File: config.mk
export PLATFORM = sky130hd
export DESIGN_NAME = iatt_cut
export DESIGN_NICKNAME = d
export VERILOG_FILES = /design/src/rtl/iatt_pkg.sv /design/src/rtl/iatt_cut.sv
export SDC_FILE = /design/constraint.sdc
export NUM_CORES = 1
export LEC_CHECK = 0
export BUFFER_PORTS_ARGS = -buffer_cell sky130_fd_sc_hd__buf_2
export CORE_MARGIN = 1.5
export CORE_UTILIZATION = 27
export DETAILED_ROUTE_END_ITERATION = 8
export GPL_ROUTABILITY_DRIVEN = 0
export RECOVER_POWER = 25
export SETUP_SLACK_MARGIN = 0.15
export SKIP_LAST_GASP = 1
export SLEW_MARGIN = 20
export SYNTH_ARGS = -nofsm -noshare
export SYNTH_HDL_FRONTEND = slang
export SYNTH_SLANG_ARGS = --single-unit
File: constraint.sdc
create_clock -name vclk -period 35
set_clock_uncertainty 0.15 [all_clocks]
set_input_delay 3.5 -clock vclk [all_inputs]
set_output_delay 3.5 -clock vclk [all_outputs]
set_load 0.03 [all_outputs]
File: src/rtl/iatt_pkg.sv
package iatt_pkg;

   // Configuration port
   localparam int CSR_INDEX_BITS = 3;
   localparam int CSR_DATA_BITS  = 64;

   localparam logic [CSR_INDEX_BITS-1:0] CSR_THR_LOW    = 3'd0;
   localparam logic [CSR_INDEX_BITS-1:0] CSR_THR_HIGH   = 3'd1;
   localparam logic [CSR_INDEX_BITS-1:0] CSR_CURVE_0    = 3'd2;
   localparam logic [CSR_INDEX_BITS-1:0] CSR_CURVE_1    = 3'd3;
   localparam logic [CSR_INDEX_BITS-1:0] CSR_CURVE_2    = 3'd4;
   localparam logic [CSR_INDEX_BITS-1:0] CSR_CURVE_3    = 3'd5;
   localparam logic [CSR_INDEX_BITS-1:0] CSR_CURVE_SEL  = 3'd6;

   // Register reset values
   localparam logic [CSR_DATA_BITS-1:0] RESET_THR_LOW  = 64'd27021941366128700;
   localparam logic [CSR_DATA_BITS-1:0] RESET_THR_HIGH = 64'd135109019623751800;
   localparam logic [CSR_DATA_BITS-1:0] RESET_CURVE_0  = 64'd27692722414576226;
   localparam logic [CSR_DATA_BITS-1:0] RESET_CURVE_1  = 64'd1428481279474750;
   localparam logic [CSR_DATA_BITS-1:0] RESET_CURVE_2  = 64'd5119537468291386;
   localparam logic [CSR_DATA_BITS-1:0] RESET_CURVE_3  = 64'd5119537502569540;

   // Field layout
   localparam int SLOT_BITS     = 16;
   localparam int SLOTS_PER_REG = 4;
   localparam int NUM_THR       = 8;
   localparam int NUM_CURVES    = 4;
   localparam int CURVE_SEL_BITS = 2;
   localparam int BAND_BITS     = 3;
   localparam int PCT_BITS      = 7;
   localparam int BYTE_BITS     = 8;
   localparam int PERIOD_BITS   = 13;

   localparam logic [PCT_BITS-1:0] PERCENT_FULL = 7'd100;
   localparam logic [BAND_BITS-1:0] BAND_SLOWEST = 3'd7;

   typedef logic [BAND_BITS-1:0] band_type;
   typedef logic [PCT_BITS-1:0]  pct_type;

endpackage

File: src/rtl/iatt_cut.sv
// Band search over seven thresholds and the percentage cut of the count.
// floor(count * pct / 100) is formed as (count * ceil(pct * 2^S / 100)) >> S,
// exact for every count below 2^CNT_BITS when S = CNT_BITS + 7.
module iatt_cut
   import iatt_pkg::*;
#(
   parameter int THRESHOLD_BITS = 12
) (
   input  logic [THRESHOLD_BITS:0]   count,
   input  logic [THRESHOLD_BITS-1:0] thresholds [0:NUM_THR-2],
   input  logic [CSR_DATA_BITS-1:0]  curve,
   output band_type                  band,
   output logic [THRESHOLD_BITS:0]   count_cut
);

   localparam int CNT_BITS    = THRESHOLD_BITS + 1;
   localparam int RECIP_SHIFT = CNT_BITS + PCT_BITS;
   localparam int RECIP_BITS  = RECIP_SHIFT + 1;
   localparam int PROD_BITS   = CNT_BITS + RECIP_BITS;
   localparam int PCT_ENTRIES = 1 << PCT_BITS;

   typedef logic [RECIP_BITS-1:0] recip_table_type [0:PCT_ENTRIES-1];

   function automatic recip_table_type make_recip();
      recip_table_type t;
      for (int i = 0; i < PCT_ENTRIES; i++) begin
         t[i] = RECIP_BITS'(((64'(i) << RECIP_SHIFT) + 64'd99) / 64'd100);
      end
      return t;
   endfunction

   localparam recip_table_type RECIP = make_recip();

   logic [NUM_THR-2:0]     above;
   logic [BYTE_BITS-1:0]   pct_raw;
   pct_type                pct;
   logic [RECIP_BITS-1:0]  recip;
   logic [PROD_BITS-1:0]   product;
   logic [CNT_BITS-1:0]    cut;

   always_comb begin
      for (int k = 0; k < NUM_THR - 1; k++) begin
         above[k] = count > {1'b0, thresholds[k]};
      end
   end

   // Same decision order as a binary search: middle threshold first.
   always_comb begin
      if (above[3]) begin
         if (above[5]) band = above[6] ? 3'd7 : 3'd6;
         else          band = above[4] ? 3'd5 : 3'd4;
      end else begin
         if (above[1]) band = above[2] ? 3'd3 : 3'd2;
         else          band = above[0] ? 3'd1 : 3'd0;
      end
   end

   assign pct_raw   = curve[{band, 3'b000} +: BYTE_BITS];
   assign pct       = (pct_raw > {1'b0, PERCENT_FULL}) ? PERCENT_FULL : pct_raw[PCT_BITS-1:0];
   assign recip     = RECIP[pct];
   assign product   = PROD_BITS'(count) * PROD_BITS'(recip);
   assign cut       = product[RECIP_SHIFT +: CNT_BITS];
   assign count_cut = count - cut;

endmodule

### Word level (Yosys, flattened, before mapping)

Memories as Yosys holds them, arrays and structs flattened.
Cells that the tools add are included.

| storage, ports and cells | value |
|---|---|
| flip-flop bits (word level) | 0 |
| latch bits | 0 |
| bits in writable memories | 0 |
| ROM bits | 2688 |
| output and inout bits | 16 |
| word-level logic and storage cells | 24 |
| memories kept | 1 |

Memory list:

| name | words | bits a word | read ports | clocked after memory_dff | write ports | RTL line | text |
|---|---|---|---|---|---|---|---|
| (no name shown) | 128 | 21 | 1 | 0 | 0 | iatt_cut.sv:60 | `assign recip = RECIP[pct];` |

| cells by class | value |
|---|---|
| $add $sub $neg | 1 |
| multipliers | 1 |
| divide/modulo/power cells | 0 |
| $lt $le $gt $ge | 9 |
| eq/ne operators | 0 |
| shift operators | 1 |
| multiplexer cells | 10 |
| bitwise gates (word level) | 1 |
| reductions and logical operators | 0 |

Operator list:

| kind | count |
|---|---|
| 13-bit by 12-bit greater-than comparator with 1-bit output | 7 |
| 64-bit by 7-bit indexed part select with 8-bit output | 1 |
| 21-bit two-way mux | 2 |
| 13-bit by 21-bit multiplier with 33-bit output | 1 |
| 13-bit subtractor | 1 |
| 8-bit >= comparator, second input constant | 1 |
| 8-bit by 7-bit greater-than comparator with 1-bit output, second input constant | 1 |
| 7-bit NOT with 8-bit output | 1 |
| 7-bit two-way mux | 1 |
| 1-bit two-way mux | 4 |
| 2-bit two-way mux | 2 |
| 3-bit two-way mux | 1 |

### Logic depth before layout (Yosys ltp)

Gate-level depths: netlist of the first run.

| logic depth | value |
|---|---|
| depth in word-level cells | 13 |
| gate-level depth with buffers | 65 |
| mapped depth without buffers | 60 |

### Worst setup path after synthesis of the first run

Ideal clock, no wire load.

| timing path | value |
|---|---|
| path kind | input to output |
| start | input port count[0] |
| end | output port count_cut[12] |
| arrival time | 16.110 ns |
| required time | 31.350 ns |
| path slack | 15.240 ns |
| cell stages on the path | 61 |
| path buffers | 5 |
| path through | clkbuf_1 inv_1 ha_1 nand4_1 or4_1 o21ai_1 a21oi_2 clkinv_4 mux2_4 or3_4 a31o_4 buf_6 o31ai_4 and2_1 buf_2 nand2_1 ha_1 clkbuf_1 [... 25 more ...] a311o_1 a31o_2 a31oi_4 xor2_1 ha_1 o21ai_0 nand2b_1 a21o_1 a21o_1 a21o_1 a21o_1 a21o_1 a21o_1 a21o_1 a21oi_1 xnor2_1 xnor2_1 xnor2_1 |

| between the ends | value |
|---|---|
| longest elaborated chain between the ends | 13 |

RTL lines:

| element | RTL line | text |
|---|---|---|
| start, declared | iatt_cut.sv:9 | `input logic [THRESHOLD_BITS:0] count,` |
| 13-bit by 12-bit greater-than comparator with 1-bit output | iatt_cut.sv:43 | `above[k] = count > {1'b0, thresholds[k]};` |
| 1-bit two-way mux (on tied branches) | -- |  |
| 2-bit two-way mux (on tied branches) | iatt_cut.sv:53, iatt_cut.sv:50 |  |
| 3-bit two-way mux | iatt_cut.sv:49 | `if (above[3]) begin` |
| 64-bit by 7-bit indexed part select with 8-bit output | iatt_cut.sv:58 | `assign pct_raw = curve[{band, 3'b000} +: BYTE_BITS];` |
| 8-bit by 7-bit greater-than comparator with 1-bit output | iatt_cut.sv:59 | `assign pct = (pct_raw > {1'b0, PERCENT_FULL}) ? PERCENT_FULL : pct_raw[PCT_BITS-1:0];` |
| 7-bit two-way mux | iatt_cut.sv:59 |  |
| 7-bit NOT with 8-bit output (implied by the code) | iatt_cut.sv:60 |  |
| memory read 128 x 21 bit | -- |  |
| 21-bit two-way mux (implied by the code) (2 in a row) | iatt_cut.sv:60 |  |
| 13-bit by 21-bit multiplier with 33-bit output | iatt_cut.sv:61 | `assign product = PROD_BITS'(count) * PROD_BITS'(recip);` |
| 13-bit subtractor * | iatt_cut.sv:63 | `assign count_cut = count - cut;` |
| end, declared | iatt_cut.sv:13 | `output logic [THRESHOLD_BITS:0] count_cut` |

Mark *: on every way between the ends. The rest lies on a longest branch, timed or not. The select of a mux whose other input is x is not followed.

### Worst setup path after layout of the first run

Same ends and word-level chain as after synthesis.

==> results of run 1 <==
==> logic make-up (layout without fill, tap and decap cells) <==
group                    Yosys count  count (layout)
AND/OR/NAND/NOR                  570             570
XOR/XNOR                          31              31
adder cells (fa/ha/maj)          387             387
buffers and inverters            450             557
other                              0               5
multiplexers                      26              26
AO/OA/AOI/OAI                    392             392
==> worst max-delay path by stage <==
stage	cells after the start	end	from	slack (ns)
3_3_place_gp	59	count_cut[12]	count[10]	13.33
5_1_grt	57	count_cut[12]	count[0]	10.40
3_5_place_dp	54	count_cut[12]	count[0]	13.16
6_report	55	count_cut[12]	count[0]	11.37
4_1_cts	54	count_cut[12]	count[0]	13.13
2_1_floorplan	61	count_cut[12]	count[0]	15.24
==> final cells by class <==
class	instances	area (um^2)	share of cell area [%]
Tap cell	688	860.8	5.431
Antenna cell	5	12.51	0.07893
Inverter	354	1330	8.391
Multi-Input combinational cell	1406	12570	79.28
Timing Repair Buffer	203	1081	6.820
==> routing by layer <==
metal / global-route usage [%] / up-vias
met5: 0 / -
met4: 5.524 / 0
met3: 2.295 / 141
met2: 31.87 / 669
met1: 23.22 / 6737
li1: - / 6331
==> cell usage after synthesis, types with 23 or more instances <==
cell type  number  share of area (%)
nor2_1         92                2.4
fa_1          208                 29
nand3_1        40                1.4
a21oi_1        85                3.0
a211oi_1       25                1.3
a31oi_1        23                1.0
nand2_1       240                6.3
inv_1         349                9.2
and2_1        110                4.8
o21ai_0        78                2.7
ha_1          178                 16
a21o_1         32                1.7
clkbuf_1       75                2.0
==> worst min-delay path: cells and delay by family <==
| kind | cells | cell delay, ns |
|---|---|---|
| adder cells (fa/ha/maj) | 1 | 0.45 |
| buffers and inverters | 2 | 0.53 |
| XOR/XNOR | 1 | 0.09 |
==> stage by stage <==
step / cell area (um^2) / cells / setup WS (ns) / utilization [%]
finish: 15850 / 2656 / 11.37 / 30.22
global route: 15850 / 2655 / 10.40 / 30.22
global placement: 15860 / 2651 / 13.33 / 30.23
floorplan: 14300 / 1856 / 15.24 / -
detailed placement: 15860 / 2651 / 13.16 / 30.23
CTS: 15860 / 2651 / 13.13 / 30.23
==> results summary, run 1 <==
The flow ran to the end, but the final reports show violations. The final reports fail on max-capacitance violations, max-slew violations. Counting instances, the worst hold path has a depth of 4. The maximum number of pins on one net before global-route repair is 44. Summing all flip-flop and latch instances after layout gives 0 um^2.

The total number of yosys warnings came out at 0. After synthesis, the largest family of logic cells by area is adder cells. The net count of the finished layout is 2,512.

For this configuration, the core starts out at a cell density of 27.27%. The initialized floorplan defines 84 standard-cell rows. The highest layer touched by signal routing is met4.

The number of global-route vias before repair is 14,424. At the pin with the least slew margin, the transition time is 1.704 ns. The detailed placer's ending HPWL came out at 37.59 mm. The signal arrival time at the worst endpoint is 19.98 ns. When the netlist entered floorplanning its net count stood at 2,403. The cell area after synthesis came out at 14,300 um^2. The largest individual stage delay along the critical path comes from the cell a31oi_1. The detailed router put a total of 19.97 mm of wire on met1.

Setup violations remaining at the end of the flow were counted as 0. The total buffers and inverters traversed by the critical path is 9. The area of the die is 54,360 um^2. The number of endpoints with negative hold slack in the final report is 0. After technology mapping, the gate count stands at 1,856. The number of clock-tree buffers in the layout came out at 0. The total routing usage reported by global routing came out at between 10% and 20%.

The global-route wire length before repair came out at 79.05 mm. The total number of vias came out at between 10,000 and 15,000. The sum of negative setup slack came out at 0 ns. The mux share of post-synthesis cell area is a little over 2%. The number of max-cap violations came out at 2. The count of buffers added on input and output ports is roughly 180. The detailed-route wire length per cell came out at 18.58 um. The synthesized netlist contains 102 unique library cells. From bottom edge to top edge, the die measures 233.2 um. The nature of the critical path endpoint is an output port. The maximum fanout along the worst path is 24.

In the layout the commonest cells are inv_1 (349), nand2_1 (240), fa_1 (208), ha_1 (178), buf_2 (177). The DRC violation count after routing came out at 0. The total overflow reported by the global router came out at 0. The peak per-stage delay on the critical path is 1.36 ns. The signed area change from the synthesized netlist to the final layout came out at 10.83%. The clock period minus final worst setup slack is 23.63 ns.

Derived from the worst setup path, the maximum achievable clock frequency is 0.04232 GHz. The setup path with the least slack is of type primary input to output port. The number of pins exceeding their max-slew limit in the final report came out at 31.

Summing the areas of all xor and xnor instances in the mapped netlist gives 1.898% of the synthesized area. The number of antenna violations at the first check in global routing came out at 4. The normalized max-slew margin came out at -14.15%. Among the stages of the critical path, the cell type that occurs most often is a21o_1. The post-CTS setup-driven buffer insertion count is 0. The total number of sequential cells came out at 0. The post-synthesis sequential area ratio came out at 0%.

The startpoint of the most critical hold path is count[2]. The family with the most delay on the worst path is compound AO/OA/AOI/OAI gates. The detailed-route vias per instance is 5.225.

The fraction of the mapped netlist area in compound gates is 19.82%. The x dimension of the die is 233.2 um. The core footprint came out at 52,450 um^2. The quantity of gates resized following cts is 0.

The endpoint required time on the critical path is 31.35 ns. The number of buffers added to fix hold violations after cts came out at 0. The DRC marker count from the first detailed-route iteration came out at 1,352.

The share of the clock period used by the worst path after layout is 67.52%. The detailed route wirelength on metal2 is around 24 mm. The area share of fa/ha/maj cells after synthesis came out at approximately 45%. The number of inserted filler cells in the final layout came out at between 5,000 and 6,000.

The worst hold slack is about 7.9 ns. The detail route stage leaves a number of antenna-violating nets equal to 0. The simple-gate area share of the yosys netlist came out at between 10% and 20%.

The worst hold path terminates at count_cut[2]. The number of detailed-route iterations in the first pass came out at 7. The per-instance average area after synthesis is 7.706 um^2. The library cell used most frequently in the layout, excluding fill and tap cells, is inv_1.

The fraction of final layout cells with drive strength greater than 1 came out at 13.55%. The I/O pin count is ~180. The path class of the tightest hold or removal check is primary input to output port. The total routed wirelength is 49.35 mm. Setup repair after global routing left no endpoint under its margin. The sort of element at the start of the critical path is a primary input. The met3 wire length came out at approximately 3.7 mm.
Power of run 1 is left out: the tool's default activity adds up to more than one toggle a clock period on the data nets, which glitch-free logic cannot reach.
==> run 2, diff against run 1 <==
clock period = 22.7 ns   (was 35 ns; I/O delays follow)
==> results summary, run 2 (same netlist as run 1, synthesis figures left out) <==
The flow ran to the end, but the final reports show violations. The final reports fail on max-capacitance violations, max-slew violations. The clock period minus final worst setup slack is 20.43 ns. The total number of vias is 13,973 (+0.68%). The number of max-cap violations came out at 1 (-1). The detailed placer's ending HPWL came to 37.76 mm (+0.44%). The number of detailed-route iterations in the first pass came out at 6 (-1).

The peak per-stage delay on the critical path came to 1.23 ns (-0.13 ns). The DRC violation count after routing was 0 (unchanged). The post-CTS setup-driven buffer insertion count came out at 0 (unchanged). The DRC marker count from the first detailed-route iteration is 1,147 (-15%). The normalized max-slew margin came out at -8.113% (+6.0 points).

The sum of negative setup slack is 0 ns (unchanged). The number of endpoints with negative hold slack in the final report came out at 0 (unchanged). The area of the die was 54,360 um^2 (unchanged). The core footprint came out at 52,450 um^2 (unchanged). The instance count along the most critical hold path is 4 (unchanged). The number of global-route vias before repair is 14,524 (+0.69%). The total overflow reported by the global router came out at 0 (unchanged).

The starting density of the core was 27.27% (unchanged). The total routed wirelength is 49.30 mm (about the same). The vertical extent of the die was 233.2 um (unchanged). The worst setup path is of the primary input to output port kind. The library cell used most frequently in the layout, excluding fill and tap cells, is inv_1. The number of inserted filler cells in the final layout is 5,587 (-0.072%). The count of antenna-violating nets left after detailed routing is 0 (unchanged).

The global-route wire length before repair is 78.91 mm (-0.18%). The worst setup path is launched from a primary input. STA classifies the critical path endpoint as an output port. The number of clock-tree buffers in the layout was 0 (unchanged). The total number of nets in the final design is 2,513 (+0.040%).

The endpoint required time on the critical path came out at 20.28 ns (-11.07 ns). The total number of sequential cells was 0 (unchanged). The signal arrival time at the worst endpoint came out at 18.01 ns (-1.97 ns).

The sequential cell area came out at 0 um^2 (unchanged). The number of antenna violations at the first check in global routing came to 4 (unchanged). Setup repair after global routing left no endpoint under its margin. The signed area change from the synthesized netlist to the final layout came to 10.94% (about the same). The total routing usage reported by global routing came to 18.20% (-0.025 points). The transition time of the tightest slew-check pin is 1.622 ns (-0.08262 ns). The detailed-route vias per instance is 5.261 (+0.68%). The share of the clock period used by the worst path after layout came out at approximately nine tenths. The x dimension of the die came out at 233.2 um (unchanged). The number of buffers added on ports came to 177 (unchanged). The fraction of final layout cells with drive strength greater than 1 came out at 13.65% (+0.095 points). The worst hold path begins at count[3]. In the layout the commonest cells are inv_1 (349), nand2_1 (240), fa_1 (208), ha_1 (178), buf_2 (177). The number of buffers added to fix hold violations after cts came out at 0 (unchanged).

In this run the worst hold path is classified as primary input to output port. The worst hold path terminates at count_cut[3]. The maximum number of pins on one net before global-route repair came out at 44 (unchanged). The slowest stage of the critical path belongs to the cell a21oi_1.

The maximum fanout along the worst path is 19 (-21%). The final setup violation count is 0 (unchanged). Counting stages on the worst path, the most repeated cell is a21o_1. The detailed-route wire length per cell is 18.56 um (about the same). The quantity of gates resized following cts is 0 (unchanged).

The I/O pin count is 177 (unchanged). The number of pins exceeding their max-slew limit in the final report came out at 17 (-45%). The count of standard-cell rows is 84 (unchanged). Based on the critical path, the design can be clocked at up to 0.04894 GHz.
==> run 2: cell count changes in the layout (fill, tap and decap cells not counted), sizes merged <==
cell / previous run / this run
buf: 203 / 204
diode: 5 / 4
clkinvlp: 1 / 0
clkinv: 3 / 4
==> run 2: through the flow <==
step | setup slack, ns | utilization, % | area, um^2 | instances | hold WS (ns)
after floorplan | 5.400 | - | 14300 | 1856 | 4.737
final | 2.266 | 30.25 | 15870 | 2656 | 5.486
after detailed placement | 3.371 | 30.25 | 15860 | 2652 | 5.349
after global placement | 3.487 | 30.25 | 15860 | 2652 | 5.344
after CTS | 3.342 | 30.25 | 15860 | 2652 | 5.357
after global routing | 1.240 | 30.25 | 15860 | 2655 | 5.506
==> run 2: per-layer routing <==
metal,vias up,share of wire [%],global-route usage [%]
met5,-,0,0
met4,0,2.9,5.181
met3,129,7.2,1.978
met2,659,49,32.39
met1,6857,41,23.04
li1,6328,-,-
==> run 2: worst max-delay path by stage <==
| stage | startpoint | to | depth (start not counted) |
|---|---|---|---|
| 2_1_floorplan | count[0] | count_cut[12] | 61 |
| 3_3_place_gp | count[10] | count_cut[12] | 59 |
| 3_5_place_dp | count[0] | count_cut[12] | 60 |
| 4_1_cts | count[0] | count_cut[12] | 60 |
| 5_1_grt | count[0] | count_cut[12] | 60 |
| 6_report | count[0] | count_cut[12] | 60 |
==> run 2: worst max-delay path, delay by kind of cell <==
family,cells,cell delay [ns]
and+or+nand+nor,11,2.03
adders and majority gates,9,4.07
xor gates and xnor gates,4,0.61
muxes,1,0.72
AOI/OAI and AO/OA,26,6.65
buffers and inverters,9,1.59
==> run 2: area by class of cell <==
cell class | count | area, um^2 | area share, %
Antenna cell | 4 | 10.01 | 0.06309
Multi-Input combinational cell | 1406 | 12570 | 79.24
Inverter | 354 | 1334 | 8.406
Tap cell | 688 | 860.8 | 5.425
Timing Repair Buffer | 204 | 1089 | 6.861
Power of run 2 is left out for the same reason.
==> run 3, diff against run 2 <==
CORE_ASPECT_RATIO = 0.6   (was unset)
==> results summary, run 3 (same netlist as run 1, synthesis figures left out) <==
The area of the die is 54,410 um^2 (about the same). The starting density of the core came out at 27.27% (about the same). The signed area change from the synthesized netlist to the final layout came out at 10.83% (about the same). The number of max-cap violations is 0 (-1). The maximum fanout along the worst path is 28 (+9). The total overflow reported by the global router came out at 0 (unchanged). The post-CTS setup-driven buffer insertion count is 0 (unchanged). The final setup violation count is 0 (unchanged).

The global-route wire length before repair came out at 78.38 mm (-0.66%). The maximum frequency from static timing analysis came out at 0.04841 GHz (-1.1%). The endpoint required time on the critical path is 20.28 ns (about the same). The total number of nets in the final design is 2,513 (unchanged).

The DRC violation count after routing came out at 0 (unchanged). The number of pins exceeding their max-slew limit in the final report is 0 (-17). The sum of negative setup slack came out at 0 ns (unchanged). The worst hold slack is 5.327 ns (-0.1588 ns). The fraction of final layout cells with drive strength greater than 1 is 13.44% (-0.20 points).

Grouping stages by cell kind, the critical path spends the most delay in compound AO/OA/AOI/OAI gates. The number of detailed-route iterations in the first pass came out at 7 (+1). The signal arrival time at the worst endpoint is 18.24 ns (+0.23 ns). The count of antenna-violating nets left after detailed routing came to 0 (unchanged).

The total routed wirelength is 49.07 mm (-0.48%). The run finished with clean final reports. The end-of-flow core utilization was 30.22% (-0.035 points). The I/O pin count came out at 177 (unchanged). The core footprint was 52,460 um^2 (about the same).

The number of global-route vias before repair is 14,326 (-1.4%). The sort of element at the start of the critical path is a primary input. The number of diodes is 0 (-4). The total number of vias came out at 13,977 (+0.029%). The normalized max-slew margin is 5.326% (+13 points). The share of the clock period used by the worst path after layout is 90.99% (+0.97 points).

The detailed placer's ending HPWL is 38.96 mm (+3.2%). The worst-case setup slack after placement came out at 3.366 ns (-0.005790 ns). The peak per-stage delay on the critical path came to 1.01 ns (-0.22 ns). The DRC marker count from the first detailed-route iteration is 1,604 (+40%). The top cell types in the final layout, fill and taps aside, are inv_1 (349), nand2_1 (240), fa_1 (208), ha_1 (178), buf_2 (176).

The number of buffers added to fix hold violations after cts came out at 0 (unchanged). The vertical extent of the die came out at 181.3 um (-22%). The clock period minus final worst setup slack is 20.66 ns (+0.2211 ns). The number of clock-tree buffers in the layout came out at 0 (unchanged). The maximum number of pins on one net before global-route repair was 44 (unchanged). The number of buffers added on ports is 177 (unchanged). The transition time of the tightest slew-check pin came out at 1.420 ns (-0.2016 ns).

The sequential cell area came out at 0 um^2 (unchanged). The total buffers and inverters traversed by the critical path came out at 8 (-1). The total number of sequential cells is 0 (unchanged). The area of combinational cells with multiple inputs was 12,550 um^2 (-0.18%). The most numerous cell type found on the critical path is a21o_1. Setup repair after global routing left no endpoint under its margin. The master of the slowest instance on the critical path is clkbuf_1. The startpoint-to-endpoint class of the critical path is primary input to output port. The number of endpoints with negative hold slack in the final report came out at 0 (unchanged). The quantity of gates resized following cts is 0 (unchanged). The x dimension of the die came to 300.1 um (+29%). The number of antenna violations at the first check in global routing is 0 (-4). The count of standard-cell rows came to 65 (-23%).

The setup slack of the critical path after layout came to 2.045 ns (-0.2211 ns). The detailed-route wire length per cell came out at 18.40 um (-0.89%). Leaving out fill and tap cells, the most frequent cell in the layout is inv_1. The class of the most critical hold timing path is primary input to output port.

The detailed-route vias per instance is 5.241 (-0.38%). The total routing usage reported by global routing came to 17.81% (-0.39 points). The number of inserted filler cells in the final layout is 5,634 (+0.84%). STA classifies the critical path endpoint as an output port.
run 3: final cells by class:
class / instances / area share (%)
Tap cell: 703 / 5.549
Multi-Input combinational cell: 1406 / 79.18
Timing Repair Buffer: 204 / 6.859
Inverter: 354 / 8.414
run 3: final timing paths:
check,startpoint,depth (start not counted),endpoint
worst max-delay path,count[10],57,count_cut[12]
worst min-delay path,count[9],5,count_cut[9]
run 3: layer usage:
| metal | global-route usage, % | wire, um | vias to the layer above |
|---|---|---|---|
| met5 | 0 | 0 | - |
| li1 | - | - | 6321 |
| met1 | 26.56 | 22550 | 6793 |
| met4 | 2.444 | 584 | 0 |
| met2 | 26.69 | 20410 | 769 |
| met3 | 3.668 | 5517 | 94 |
run 3: through the flow:
stage	cells	cell area, um^2
finish	2667	15850
global route	2667	15850
floorplan	1856	14300
global placement	2667	15870
CTS	2667	15870
detailed placement	2667	15870
Power of run 3 is left out for the same reason.
